$ cat src/sv/assert_macros.svh
// ----------------------------------------------------------------------------
// Assertion macros
// Clocked assertion helpers for the filter top level; compiled out with
// NO_ASSERTIONS.
// ----------------------------------------------------------------------------
`ifndef ASSERT_MACROS_SVH
`define ASSERT_MACROS_SVH

`ifndef NO_ASSERTIONS

`define DFIIR_ASSERT(lbl, clk, rst, prop) \
  lbl: assert property (@(posedge clk) disable iff (rst) (prop)) \
    else $error("dfiir: assertion failed");

`define DFIIR_NEVER(lbl, clk, rst, expr) \
  lbl: assert property (@(posedge clk) disable iff (rst) !(expr)) \
    else $error("dfiir: forbidden condition seen");

`else

`define DFIIR_ASSERT(lbl, clk, rst, prop)

`define DFIIR_NEVER(lbl, clk, rst, expr)

`endif

`endif

$ cat src/sv/dfiir_pkg.sv
// ----------------------------------------------------------------------------
// dfiir_pkg
// Shared widths, codes and control types of the direct form I IIR filter.
// ----------------------------------------------------------------------------
package dfiir_pkg;

  localparam int MAX_TAPS_DEF       = 16;
  localparam int COEF_FRAC_BITS_DEF = 14;

  localparam int SAMPLE_W    = 16;
  localparam int COEF_W      = 16;
  localparam int COUNT_W     = 5;
  localparam int INDEX_W     = 4;
  localparam int CFG_INDEX_W = 1;

  // transaction kind
  localparam logic KIND_SAMPLE = 1'b0;
  localparam logic KIND_COEF   = 1'b1;

  // coefficient bank / history bank
  localparam logic BANK_FWD = 1'b0;
  localparam logic BANK_FB  = 1'b1;

  // configuration register indexes
  localparam logic [CFG_INDEX_W-1:0] REG_FWD_COUNT = 1'b0;
  localparam logic [CFG_INDEX_W-1:0] REG_FB_COUNT  = 1'b1;

  typedef struct packed {
    logic start;  // clear accumulator, new sample
    logic tap;    // memory read issued this cycle
    logic last;   // final tap of the sample
  } mac_ctrl_t;

endpackage

$ cat src/sv/dfiir_ctrl.sv
// ----------------------------------------------------------------------------
// dfiir_ctrl
// Sequencer: clearing pass, handshake, tap walk over the circular histories,
// coefficient loads and history write-back.
// ----------------------------------------------------------------------------
module dfiir_ctrl import dfiir_pkg::*; #(
  parameter int MAX_TAPS = MAX_TAPS_DEF
) (
  input  logic                         clk,
  input  logic                         rst,
  input  logic                         item_valid,
  output logic                         item_stall,
  input  logic                         kind,
  input  logic signed [SAMPLE_W-1:0]   sample_in,
  input  logic                         coef_bank,
  input  logic [INDEX_W-1:0]           coef_index,
  input  logic signed [COEF_W-1:0]     coef_value,
  input  logic                         cfg_we,
  input  logic [CFG_INDEX_W-1:0]       cfg_index,
  input  logic [COUNT_W-1:0]           cfg_data,
  input  logic                         out_free,
  input  logic                         res_valid,
  input  logic signed [SAMPLE_W-1:0]   res_sample,
  output mac_ctrl_t                    mac_ctrl,
  output logic                         finish,
  output logic                         coef_we,
  output logic [$clog2(MAX_TAPS):0]    coef_waddr,
  output logic signed [COEF_W-1:0]     coef_wdata,
  output logic [$clog2(MAX_TAPS):0]    coef_raddr,
  output logic                         hist_we,
  output logic [$clog2(MAX_TAPS):0]    hist_waddr,
  output logic signed [SAMPLE_W-1:0]   hist_wdata,
  output logic [$clog2(MAX_TAPS):0]    hist_raddr
);

  localparam int PTR_W  = $clog2(MAX_TAPS);
  localparam int ADDR_W = PTR_W + 1;

  typedef enum logic [3:0] {
    S_CLEAR = 4'b0001,
    S_IDLE  = 4'b0010,
    S_RUN   = 4'b0100,
    S_WAIT  = 4'b1000
  } state_t;

  state_t              state, state_next;
  logic [ADDR_W-1:0]   clr_cnt;
  logic [COUNT_W-1:0]  fwd_count;
  logic [COUNT_W-1:0]  fb_count;
  logic [PTR_W-1:0]    in_ptr;
  logic [PTR_W-1:0]    out_ptr;
  logic [PTR_W-1:0]    rd_ptr;
  logic [PTR_W-1:0]    tap;
  logic                phase;

  logic                accept, take_sample, take_coef, coef_ok;
  logic                issue, last_issue, clear_done;
  logic [PTR_W-1:0]    fwd_last, fb_last;

  function automatic logic [PTR_W-1:0] eff_last(input logic [COUNT_W-1:0] c);
    logic [PTR_W-1:0] r;
    if (c == '0) begin
      r = '0;
    end else if (int'(c) > MAX_TAPS) begin
      r = PTR_W'(MAX_TAPS - 1);
    end else begin
      r = PTR_W'(c - 1'b1);
    end
    return r;
  endfunction

  function automatic logic [PTR_W-1:0] ptr_dec(input logic [PTR_W-1:0] p);
    return (p == '0) ? PTR_W'(MAX_TAPS - 1) : p - 1'b1;
  endfunction

  function automatic logic [PTR_W-1:0] ptr_inc(input logic [PTR_W-1:0] p);
    return (p == PTR_W'(MAX_TAPS - 1)) ? '0 : p + 1'b1;
  endfunction

  assign fwd_last    = eff_last(fwd_count);
  assign fb_last     = eff_last(fb_count);

  assign item_stall  = (state != S_IDLE);
  assign accept      = item_valid && (state == S_IDLE);
  assign take_sample = accept && (kind == KIND_SAMPLE);
  assign take_coef   = accept && (kind == KIND_COEF);
  assign coef_ok     = int'(coef_index) < MAX_TAPS;
  assign issue       = (state == S_RUN);
  assign last_issue  = issue && (phase == BANK_FB) && (tap == fb_last);
  assign finish      = (state == S_WAIT) && res_valid && out_free;
  assign clear_done  = (state == S_CLEAR) && (clr_cnt == '1);

  assign mac_ctrl.start = take_sample;
  assign mac_ctrl.tap   = issue;
  assign mac_ctrl.last  = last_issue;

  always_comb begin
    state_next = state;
    case (state)
      S_CLEAR: if (clear_done) state_next = S_IDLE;
      S_IDLE:  if (take_sample) state_next = S_RUN;
      S_RUN:   if (last_issue) state_next = S_WAIT;
      S_WAIT:  if (finish) state_next = S_IDLE;
      default: state_next = S_CLEAR;
    endcase
  end

  // memory ports
  assign coef_raddr = {phase, tap};
  assign hist_raddr = {phase, rd_ptr};

  always_comb begin
    coef_we    = 1'b0;
    coef_waddr = clr_cnt;
    coef_wdata = '0;
    if (state == S_CLEAR) begin
      coef_we = 1'b1;
    end else if (take_coef && coef_ok) begin
      coef_we    = 1'b1;
      coef_waddr = {coef_bank, PTR_W'(coef_index)};
      coef_wdata = coef_value;
    end
  end

  always_comb begin
    hist_we    = 1'b0;
    hist_waddr = clr_cnt;
    hist_wdata = '0;
    if (state == S_CLEAR) begin
      hist_we = 1'b1;
    end else if (take_sample) begin
      hist_we    = 1'b1;
      hist_waddr = {BANK_FWD, in_ptr};
      hist_wdata = sample_in;
    end else if (finish) begin
      hist_we    = 1'b1;
      hist_waddr = {BANK_FB, out_ptr};
      hist_wdata = res_sample;
    end
  end

  always_ff @(posedge clk) begin
    if (rst) begin
      state     <= S_CLEAR;
      clr_cnt   <= '0;
      fwd_count <= COUNT_W'(1);
      fb_count  <= COUNT_W'(1);
      in_ptr    <= '0;
      out_ptr   <= '0;
      rd_ptr    <= '0;
      tap       <= '0;
      phase     <= BANK_FWD;
    end else begin
      state <= state_next;
      if (state == S_CLEAR) begin
        clr_cnt <= clr_cnt + 1'b1;
      end
      if (cfg_we) begin
        case (cfg_index)
          REG_FWD_COUNT: fwd_count <= cfg_data;
          REG_FB_COUNT:  fb_count  <= cfg_data;
          default: ;
        endcase
      end
      if (take_sample) begin
        phase  <= BANK_FWD;
        tap    <= '0;
        rd_ptr <= in_ptr;
      end else if (issue) begin
        if ((phase == BANK_FWD) && (tap == fwd_last)) begin
          phase  <= BANK_FB;
          tap    <= '0;
          rd_ptr <= ptr_dec(out_ptr);
        end else begin
          tap    <= tap + 1'b1;
          rd_ptr <= ptr_dec(rd_ptr);
        end
      end
      if (finish) begin
        in_ptr  <= ptr_inc(in_ptr);
        out_ptr <= ptr_inc(out_ptr);
      end
    end
  end

endmodule

$ cat src/sv/dfiir_mem.sv
// ----------------------------------------------------------------------------
// dfiir_mem
// Coefficient and history stores: one write and one registered read port
// each. Bank bit selects forward or feedback half.
// ----------------------------------------------------------------------------
module dfiir_mem import dfiir_pkg::*; #(
  parameter int MAX_TAPS = MAX_TAPS_DEF
) (
  input  logic                         clk,
  input  logic                         coef_we,
  input  logic [$clog2(MAX_TAPS):0]    coef_waddr,
  input  logic signed [COEF_W-1:0]     coef_wdata,
  input  logic [$clog2(MAX_TAPS):0]    coef_raddr,
  output logic signed [COEF_W-1:0]     coef_rdata,
  input  logic                         hist_we,
  input  logic [$clog2(MAX_TAPS):0]    hist_waddr,
  input  logic signed [SAMPLE_W-1:0]   hist_wdata,
  input  logic [$clog2(MAX_TAPS):0]    hist_raddr,
  output logic signed [SAMPLE_W-1:0]   hist_rdata
);

  localparam int ADDR_W = $clog2(MAX_TAPS) + 1;
  localparam int DEPTH  = 2 ** ADDR_W;

  logic signed [COEF_W-1:0]   coef_ram [DEPTH];
  logic signed [SAMPLE_W-1:0] hist_ram [DEPTH];

  always_ff @(posedge clk) begin
    if (coef_we) begin
      coef_ram[coef_waddr] <= coef_wdata;
    end
    coef_rdata <= coef_ram[coef_raddr];
  end

  always_ff @(posedge clk) begin
    if (hist_we) begin
      hist_ram[hist_waddr] <= hist_wdata;
    end
    hist_rdata <= hist_ram[hist_raddr];
  end

endmodule

$ cat src/sv/dfiir_mac.sv
// ----------------------------------------------------------------------------
// dfiir_mac
// Shared multiply-accumulate, then shift toward zero and 16-bit saturation.
// ----------------------------------------------------------------------------
module dfiir_mac import dfiir_pkg::*; #(
  parameter int MAX_TAPS       = MAX_TAPS_DEF,
  parameter int COEF_FRAC_BITS = COEF_FRAC_BITS_DEF
) (
  input  logic                         clk,
  input  logic                         rst,
  input  mac_ctrl_t                    mac_ctrl,
  input  logic signed [COEF_W-1:0]     coef_rdata,
  input  logic signed [SAMPLE_W-1:0]   hist_rdata,
  output logic                         res_valid,
  output logic signed [SAMPLE_W-1:0]   res_sample,
  output logic                         res_clip
);

  localparam int PROD_W = COEF_W + SAMPLE_W;
  localparam int ACC_W  = PROD_W + $clog2(2 * MAX_TAPS);
  localparam int Q_W    = ACC_W - COEF_FRAC_BITS;

  localparam logic [ACC_W-1:0]      RND   = ACC_W'((64'd1 << COEF_FRAC_BITS) - 64'd1);
  localparam logic signed [Q_W-1:0] Q_MAX = Q_W'(32767);
  localparam logic signed [Q_W-1:0] Q_MIN = Q_W'(-32768);

  logic                      tap1, last1;
  logic                      prod_v, prod_last;
  logic signed [PROD_W-1:0]  prod;
  logic signed [ACC_W-1:0]   acc;
  logic signed [ACC_W-1:0]   biased;
  logic signed [Q_W-1:0]     q;

  always_ff @(posedge clk) begin
    if (rst) begin
      tap1      <= 1'b0;
      last1     <= 1'b0;
      prod_v    <= 1'b0;
      prod_last <= 1'b0;
      res_valid <= 1'b0;
    end else begin
      tap1      <= mac_ctrl.tap;
      last1     <= mac_ctrl.last;
      prod_v    <= tap1;
      prod_last <= last1;
      if (mac_ctrl.start) begin
        res_valid <= 1'b0;
      end else if (prod_v && prod_last) begin
        res_valid <= 1'b1;
      end
    end
  end

  always_ff @(posedge clk) begin
    prod <= coef_rdata * hist_rdata;
    if (mac_ctrl.start) begin
      acc <= '0;
    end else if (prod_v) begin
      acc <= acc + ACC_W'(prod);
    end
  end

  // truncate toward zero: bias negative sums before the arithmetic shift
  assign biased = acc + (acc[ACC_W-1] ? $signed(RND) : $signed(ACC_W'(0)));
  assign q      = $signed(biased[ACC_W-1:COEF_FRAC_BITS]);

  always_comb begin
    res_clip   = 1'b0;
    res_sample = q[SAMPLE_W-1:0];
    if (q > Q_MAX) begin
      res_clip   = 1'b1;
      res_sample = 16'sh7FFF;
    end else if (q < Q_MIN) begin
      res_clip   = 1'b1;
      res_sample = 16'sh8000;
    end
  end

endmodule

$ cat src/sv/direct_form_iir_filter_top.sv
// ----------------------------------------------------------------------------
// direct_form_iir_filter_top
// Direct form I IIR filter: 16-bit samples, Q2.14 coefficients, up to
// MAX_TAPS forward and feedback taps through one multiply-accumulate.
// ----------------------------------------------------------------------------
// Input channel (item_valid/item_stall): a transaction with kind = sample
// filters sample_in; kind = coefficient loads coef_value into tap coef_index
// of the bank coef_bank and gives no result.
// Output channel (result_valid/result_stall): sample_out and clipped, one
// transaction per audio sample, in order.
// Config port: cfg_we/cfg_index/cfg_data set the forward and feedback tap
// counts (0 acts as 1, above MAX_TAPS acts as MAX_TAPS); write while idle.
// Timing: the single MAC walks the FN forward and BN feedback taps
// (effective tap counts) one tap per cycle through the history memory
// read port, then through the read, product and sum stages to the result
// register; a new sample is accepted only after the previous result has
// entered the output register. A coefficient load does not stall input.
// Reset: a clearing pass zeroes all entries of both memories, with
// item_stall high meanwhile.
// A stalled result is held in the output register; the next sample is
// accepted meanwhile and waits for the register before its write-back.
// ----------------------------------------------------------------------------
`include "assert_macros.svh"

module direct_form_iir_filter_top import dfiir_pkg::*; #(
  parameter int MAX_TAPS       = MAX_TAPS_DEF,
  parameter int COEF_FRAC_BITS = COEF_FRAC_BITS_DEF
) (
  input  logic                        clk,
  input  logic                        rst,
  input  logic                        item_valid,
  output logic                        item_stall,
  input  logic                        kind,
  input  logic signed [SAMPLE_W-1:0]  sample_in,
  input  logic                        coef_bank,
  input  logic [INDEX_W-1:0]          coef_index,
  input  logic signed [COEF_W-1:0]    coef_value,
  output logic                        result_valid,
  input  logic                        result_stall,
  output logic signed [SAMPLE_W-1:0]  sample_out,
  output logic                        clipped,
  input  logic                        cfg_we,
  input  logic [CFG_INDEX_W-1:0]      cfg_index,
  input  logic [COUNT_W-1:0]          cfg_data
);

  localparam int ADDR_W = $clog2(MAX_TAPS) + 1;

  mac_ctrl_t                  mac_ctrl;
  logic                       finish, out_free;
  logic                       res_valid, res_clip;
  logic signed [SAMPLE_W-1:0] res_sample;
  logic                       coef_we, hist_we;
  logic [ADDR_W-1:0]          coef_waddr, coef_raddr, hist_waddr, hist_raddr;
  logic signed [COEF_W-1:0]   coef_wdata, coef_rdata;
  logic signed [SAMPLE_W-1:0] hist_wdata, hist_rdata;

  assign out_free = !result_valid || !result_stall;

  dfiir_ctrl #(
    .MAX_TAPS(MAX_TAPS)
  ) u_ctrl (
    .clk        (clk),
    .rst        (rst),
    .item_valid (item_valid),
    .item_stall (item_stall),
    .kind       (kind),
    .sample_in  (sample_in),
    .coef_bank  (coef_bank),
    .coef_index (coef_index),
    .coef_value (coef_value),
    .cfg_we     (cfg_we),
    .cfg_index  (cfg_index),
    .cfg_data   (cfg_data),
    .out_free   (out_free),
    .res_valid  (res_valid),
    .res_sample (res_sample),
    .mac_ctrl   (mac_ctrl),
    .finish     (finish),
    .coef_we    (coef_we),
    .coef_waddr (coef_waddr),
    .coef_wdata (coef_wdata),
    .coef_raddr (coef_raddr),
    .hist_we    (hist_we),
    .hist_waddr (hist_waddr),
    .hist_wdata (hist_wdata),
    .hist_raddr (hist_raddr)
  );

  dfiir_mem #(
    .MAX_TAPS(MAX_TAPS)
  ) u_mem (
    .clk        (clk),
    .coef_we    (coef_we),
    .coef_waddr (coef_waddr),
    .coef_wdata (coef_wdata),
    .coef_raddr (coef_raddr),
    .coef_rdata (coef_rdata),
    .hist_we    (hist_we),
    .hist_waddr (hist_waddr),
    .hist_wdata (hist_wdata),
    .hist_raddr (hist_raddr),
    .hist_rdata (hist_rdata)
  );

  dfiir_mac #(
    .MAX_TAPS       (MAX_TAPS),
    .COEF_FRAC_BITS (COEF_FRAC_BITS)
  ) u_mac (
    .clk        (clk),
    .rst        (rst),
    .mac_ctrl   (mac_ctrl),
    .coef_rdata (coef_rdata),
    .hist_rdata (hist_rdata),
    .res_valid  (res_valid),
    .res_sample (res_sample),
    .res_clip   (res_clip)
  );

  // output register
  always_ff @(posedge clk) begin
    if (rst) begin
      result_valid <= 1'b0;
    end else if (finish) begin
      result_valid <= 1'b1;
    end else if (!result_stall) begin
      result_valid <= 1'b0;
    end
  end

  always_ff @(posedge clk) begin
    if (finish) begin
      sample_out <= res_sample;
      clipped    <= res_clip;
    end
  end

  `DFIIR_ASSERT(a_finish_into_free_reg, clk, rst, finish |-> (!result_valid || !result_stall))
  `DFIIR_ASSERT(a_busy_after_sample, clk, rst, (item_valid && !item_stall && kind == KIND_SAMPLE) |=> item_stall)
  `DFIIR_ASSERT(a_result_from_finish, clk, rst, $rose(result_valid) |-> $past(finish))
  `DFIIR_NEVER(a_no_tap_when_ready, clk, rst, mac_ctrl.tap && !item_stall)

endmodule

$ cat config.mk
export PLATFORM = sky130hd
export DESIGN_NAME = direct_form_iir_filter_top
export DESIGN_NICKNAME = d
export VERILOG_FILES = /design/src/sv/dfiir_pkg.sv /design/src/sv/dfiir_ctrl.sv /design/src/sv/dfiir_mem.sv /design/src/sv/dfiir_mac.sv /design/src/sv/direct_form_iir_filter_top.sv
export VERILOG_INCLUDE_DIRS = /design/src /design/src/sv
export SDC_FILE = /design/constraint.sdc
export NUM_CORES = 2
export LEC_CHECK = 0
export ABC_AREA = 0
export BUFFER_PORTS_ARGS = -buffer_cell sky130_fd_sc_hd__buf_2
export CORE_ASPECT_RATIO = 1.5
export CORE_MARGIN = 1.5
export CORE_UTILIZATION = 45
export DETAILED_ROUTE_END_ITERATION = 8
export GPL_ROUTABILITY_DRIVEN = 1
export PLACE_DENSITY = 0.59
export SKIP_CTS_REPAIR_TIMING = 1
export SYNTH_ARGS = -nofsm -noshare
export SYNTH_HDL_FRONTEND = slang
export SYNTH_SLANG_ARGS = --single-unit
$ cat constraint.sdc
create_clock -name clk -period 6.5 [get_ports clk]
set_input_delay 0.325 -clock clk [delete_from_list [all_inputs] [get_ports clk]]
set_output_delay 0.325 -clock clk [all_outputs]
set_load 0.01 [all_outputs]
; Word level (Yosys, flattened, before mapping)
; Memory sizes are Yosys's and may differ from the RTL's. A register that Yosys moved wholly into a read port is not among the register bits.
; Cells that the tools add are included.
[word_totals]
register_bits = 128
latch_bits = 0
ram_bits = 1024
mem_bits_ro = 0
inputBits = 49
output_inout_bits = 19
word_cells = 119
memories = 2
[op_classes]
n_addsub = 10
mul = 1
div_mod_pow = 0
n_lt_le_gt_ge = 4
eq_ne = 15
shift = 0
muxes = 42
bitwise = 3
n_reduce_logical = 23
[mem_list]
columns = name, depth, word_bits, read_ports, rd_ports_with_merged_regs, write_ports, line
row1 = u_mem.coef_ram, 32, 16, 1, 1, 1, dfiir_mem.sv:25  ; logic signed [COEF_W-1:0] coef_ram [DEPTH];
row2 = u_mem.hist_ram, 32, 16, 1, 1, 1, dfiir_mem.sv:26  ; logic signed [SAMPLE_W-1:0] hist_ram [DEPTH];
[ops]
columns = operator, count
row1 = 2-to-1 mux 16 bit, 7
row2 = 2-to-1 mux 4 bit, 16
row3 = adder 37 x 32 -> 37 bit, 1
row4 = adder 37 bit, 1
row5 = multiplier 16 x 16 -> 32 bit, 1
row6 = 2-to-1 mux 5 bit, 5
row7 = > comparator 23 x 16 -> 1 bit (second input constant), 1
row8 = < comparator 23 x 16 -> 1 bit (second input constant), 1
row9 = one-hot mux 4 bit (4 select lines), 1
row10 = subtractor 4 x 1 -> 4 bit (second input constant), 4
row11 = 2-to-1 mux 14 bit, 1
row12 = adder 4 x 1 -> 4 bit (second input constant), 3
row13 = == test 4 bit (second input constant), 3
row14 = 2-to-1 mux 1 bit, 12
row15 = > comparator 5 bit (second input constant), 2
row16 = logical AND 1 bit, 10
row17 = zero test 5 bit, 2
row18 = == test 4 bit, 2
row19 = zero test 4 bit, 2
row20 = inequality test 2 x 1 -> 1 bit (second input constant), 3
row21 = AND reduction 2 bit, 3
row22 = adder 5 x 1 -> 5 bit (second input constant), 1
row23 = == test 5 bit (second input constant), 1
row24 = == test 4 x 1 -> 1 bit (second input constant), 1
row25 = other kinds (10), 14

; Depth between registers and ports, before layout
[logic_depth]
depth_word = 8
ltp_mapped = 26
ltp_nobuf = 25

; Hierarchy
; A second synthesis with hierarchy kept.
[hier_totals]
hier_cells = 4243
hier_area_um2 = 58541.1
[by_module_without_submodules]
columns = module, instances, cells_each, area_per_inst_um2, seq_area_each_um2
row1 = dfiir_mem, 1, 2268, 40846.7, 31390.1
row2 = dfiir_mac, 1, 1598, 14411.3, 1481.4
row3 = dfiir_ctrl, 1, 356, 2740.1, 720.7
row4 = direct_form_iir_filter_top, 1, 21, 543.0, 530.5

; Worst setup path before layout
; OpenSTA, ideal clock, no wires.
[synth_path]
path_kind = register to register
from = register u_mem.coef_rdata[10] (read register of u_mem.coef_ram)
to = register u_mac.prod[31]
setup_ns = 0.072
arrival_time_ns = 5.876
t_required_ns = 6.428
setup_slack_ns = 0.552
path_stages_with_launch = 23
path_buffers = 1
period_less_slack_ns = 5.948
cell_sequence = dfxtp_1 clkbuf_1 nand2_1 fa_1 fa_1 fa_1 fa_1 inv_1 fa_1 inv_1 fa_1 inv_1 ha_1 o21ai_0 o21ai_0 a22o_1 a21oi_1 o211ai_1 nor4b_1 o31ai_1 o21bai_1 a21oi_1 xnor2_1
[synth_via]
elab_chain_cells = 1
[synth_lines]
columns = item, line
row1 = "start, declared", dfiir_mem.sv:14  ; output logic signed [COEF_W-1:0] coef_rdata,
row2 = multiplier 16 x 16 -> 32 bit, dfiir_mac.sv:55  ; prod <= coef_rdata * hist_rdata;
row3 = "end signal, assigned", dfiir_mac.sv:55
row4 = "end, declared", dfiir_mac.sv:29  ; logic signed [PROD_W-1:0] prod;
; Every way passes these cells.
; A chain may end at the register's enable or synchronous reset.

; Worst setup path in the final report
[layout_path]
from = register u_mem.hist_rdata[7] (read register of u_mem.hist_ram)
to = register u_mac.prod[31]
[layout_via]
elab_chain_cells = 1
[layout_lines]
columns = item, line
row1 = "start, declared", dfiir_mem.sv:19  ; output logic signed [SAMPLE_W-1:0] hist_rdata
row2 = multiplier 16 x 16 -> 32 bit, dfiir_mac.sv:55
; Every way passes these cells.

==> results_dict.tcl <==
set metrics [dict create \
    power_density_mw_per_mm2 364 \
    grt_max_degree 112 \
    yosys.area_share.simple 0.0630 \
    core_sq_mm 0.127 \
    stdcell_count 5593 \
    setup_ws_ns 0.307 \
    hold_violations 0 \
    place.gp.congestion 0.871 \
    timing.final.crit_share 0.953 \
    syn-num-nets 4093 \
    synth-adder-area-share 0.123 \
    fin_nets 4254 \
    drv_slew 0 \
    synth_top_area_share 0.543 \
    ys_seq_area_frac 0.592 \
    synthTopCellsByArea "edfxtp_1 (54%), mux4_2 (13%), fa_1 (9.1%)" \
    clkSlewWorstSetupHoldPaths_ns 0.06 \
    drive_above_1_share 0.213 \
    switching_share 0.328 \
    yosysTopAreaCell "edfxtp_1" \
    cp_max_fo 11 \
    synth.cell_area_sq_mm 0.0576 \
    tightest_slew_ns 1.23 \
    synthDistinctLibCells 71 \
    fin_area_sq_mm 0.0644 \
    timing.slew.headroom 0.177 \
    cts_tree "built" \
    seq_power_share 0.369 \
    ys_ff_latch 1184 \
    skew_ns 0.0538 \
    die_y_um 441 \
    viasPerCell 5.53 \
    initialDrtViolationCount 2034 \
    worstSetupPathType "register to register" \
    tns_ns 0 \
    synth.area.mux_share 0.137 \
    cts_buffer_depth 3 \
    grt_first_pass_wirelength_mm 206 \
    die-area_sq_mm 0.130 \
    synthCells 3638 \
    grt-ovfl-total 0 \
    dp.final_hpwl_mm 92.8 \
    hold_path_class "input pin to register" \
    synth_xor_area_frac 0.0161 \
    cp-start-kind "register" \
    postLayoutCoreUtil 0.507 \
    first_pass_iters 5 \
    ant_nets 0 \
    antenna_found_initial 1 \
    synthTopCellsByCount "edfxtp_1 (1,041), inv_1 (330), mux4_2 (320)" \
    synth_area_per_cell_sq_um 15.8 \
    yosysMostFrequentCell "edfxtp_1" \
    critPathRequiredTime_ns 7.08 \
    critPathArrivalTime_ns 6.78 \
    yosys_most_used_dff "edfxtp_1" \
    wl_per_cell_um 24.8 \
    drc 0 \
    async_reset_ff_frac 0 \
    die_x_um 295 \
    status "finished, final reports clean" \
    power.static_leakage_nw 20.6 \
    setup_violations 0 \
    clockRootBuffer "clkbuf_16" \
    max_freq_mhz 161 \
    ir_worst_vdd_uv 519 \
    period_needed_ns 6.19 \
    grt_pass1_vias 32395 \
    dp_slack_ns 0.112 \
    grtUsageTotal 0.217 \
    wl_mm 139 \
    synth_edf_count 1041 \
    internal_power_mw 15.8 \
    p_clk_frac 0.273 \
    area_growth_pct 11.8 \
    dpl_cell_area_sq_mm 0.0607 \
    end_kind "register" \
    synth_top_family_by_area "multiplexers" \
    cts_buffers 110 \
    switchingPower_mw 7.68 \
    clkLatencyLatePin_ns 0.74 \
    io_buffers 67 \
    std_cell_rows 160 \
    ios 68 \
    drv_cap 0 \
    yosys_warnings 0 \
    synth-compound-area-share 0.0365 \
    cts.htree.levels 3 \
    p_comb_frac 0.359 \
    initial_core_util 0.454 \
    cts.sinks 1184 \
    via_count 30932 \
    dp.cells 5378 \
]
[power groups by stage]
stage	logic, mW	registers (mW)	clock network [mW]
CTS	8.45	8.64	6.54
detailed placement	8.38	8.80	0
finish	8.40	8.64	6.39
floorplan	6.34	8.71	0
global route	9.56	8.65	6.81
global placement	8.37	8.80	0
[layout make-up]
class	count	area [sq um]
Inverter	330	1240
Clock buffer	136	2870
Antenna cell	1	2.50
Clock inverter	68	666
Tap cell	1701	2130
Sequential cell	1184	34200
Multi-Input combinational cell	1961	21800
Timing Repair Buffer	212	1500
Fill cell	10641	62500
[critical path, cell delays in order (launching register included)]
cell and delay, ns:
dfxtp_1 0.61, nand2_1 0.16, fa_1 0.57, inv_1 0.06, fa_1 0.49, fa_1 0.60, fa_1 0.48, fa_1 0.52
inv_1 0.05, fa_1 0.47, inv_1 0.04, ha_1 0.36, inv_1 0.09, or3_1 0.42, o211ai_1 0.34, nor4b_4 0.32
o31ai_2 0.14, o21bai_1 0.14, a21oi_1 0.10, xnor2_1 0.12
[flip-flops by register name, summed over array words and instances (netlist names)]
name	flops
clipped	1
result_valid	1
sample_out	16
u_ctrl.clr_cnt	5
u_ctrl.fb_count	5
u_ctrl.fwd_count	5
u_ctrl.in_ptr	4
u_ctrl.out_ptr	4
u_ctrl.phase	1
u_ctrl.rd_ptr	4
u_ctrl.state	4
u_ctrl.tap	4
u_mac.acc	37
u_mac.last1	1
u_mac.prod	32
u_mac.prod_last	1
u_mac.prod_v	1
u_mac.res_valid	1
u_mac.tap1	1
u_mem.coef_ram	512
u_mem.coef_rdata	16
u_mem.hist_ram	512
u_mem.hist_rdata	16
[cells in the final DEF (no fill, tap or decap), types with 9 or more instances in the layout]
cell              n
edfxtp_1       1041
fa_1            263
a21o_1           29
mux2_2           32
dlygate4sd3_1    10
clkinv_2         19
or2_2            10
a31oi_1          16
nor2_2           64
and3_1           15
buf_2            67
nand2b_1         24
mux4_2          320
nand3_1          35
o21ai_0          51
inv_1           330
xor2_1           30
mux2i_1          30
ha_1            143
nor3_1           29
bufinv_16         9
o21bai_1         14
nand3_2          10
a21oi_1          92
o21a_1           10
nand2_1         229
a22oi_1          30
clkbuf_16       110
clkinv_1         22
clkbuf_1         24
nand4_1          10
o31ai_1          10
buf_4           131
nor2_1          128
dfxtp_2          13
nor2b_1           9
a211oi_1         12
dfxtp_1         126
and2_1          149
xnor2_1          75
[final timing paths]
kind	startpoint	to	slack [ns]	cells after the start
hold reg to reg	u_mac.last1$_SDFF_PP0_	u_mac.prod_last$_SDFF_PP0_	0.45	1
setup / recovery	u_mem.hist_rdata[7]$_DFF_P_	u_mac.prod[31]$_DFF_P_	0.31	19
setup reg to reg	u_mem.hist_rdata[7]$_DFF_P_	u_mac.prod[31]$_DFF_P_	0.31	19
hold / removal	rst	u_ctrl.fwd_count[2]$_SDFFE_PP0P_	0.15	2
[per-layer routing]
| metal | vias to the layer above | GRT usage | routed length [um] |
|---|---|---|---|
| met4 | 0 | 0.0676 | 4060 |
| li1 | 13782 | - | - |
| met2 | 652 | 0.412 | 77200 |
| met5 | - | 0 | 0 |
| met1 | 16305 | 0.252 | 52000 |
| met3 | 193 | 0.0268 | 5420 |
[per-stage QoR]
step,power [mW],hold WS (ns)
after floorplan,15.1,0.414
final,23.4,0.155
after global placement,17.2,0.418
after CTS,23.6,-0.242
after detailed placement,17.2,0.441
after global routing,25.0,0.168
[cell families after synthesis]
kind of cell | count (synthesis)
and+or+nand+nor | 746
xor gates and xnor gates | 106
DFF | 1184
muxes | 382
buffers and inverters | 493
adders and majority gates | 410
AOI/OAI and AO/OA | 317
Power figures use the tool's default switching activity.
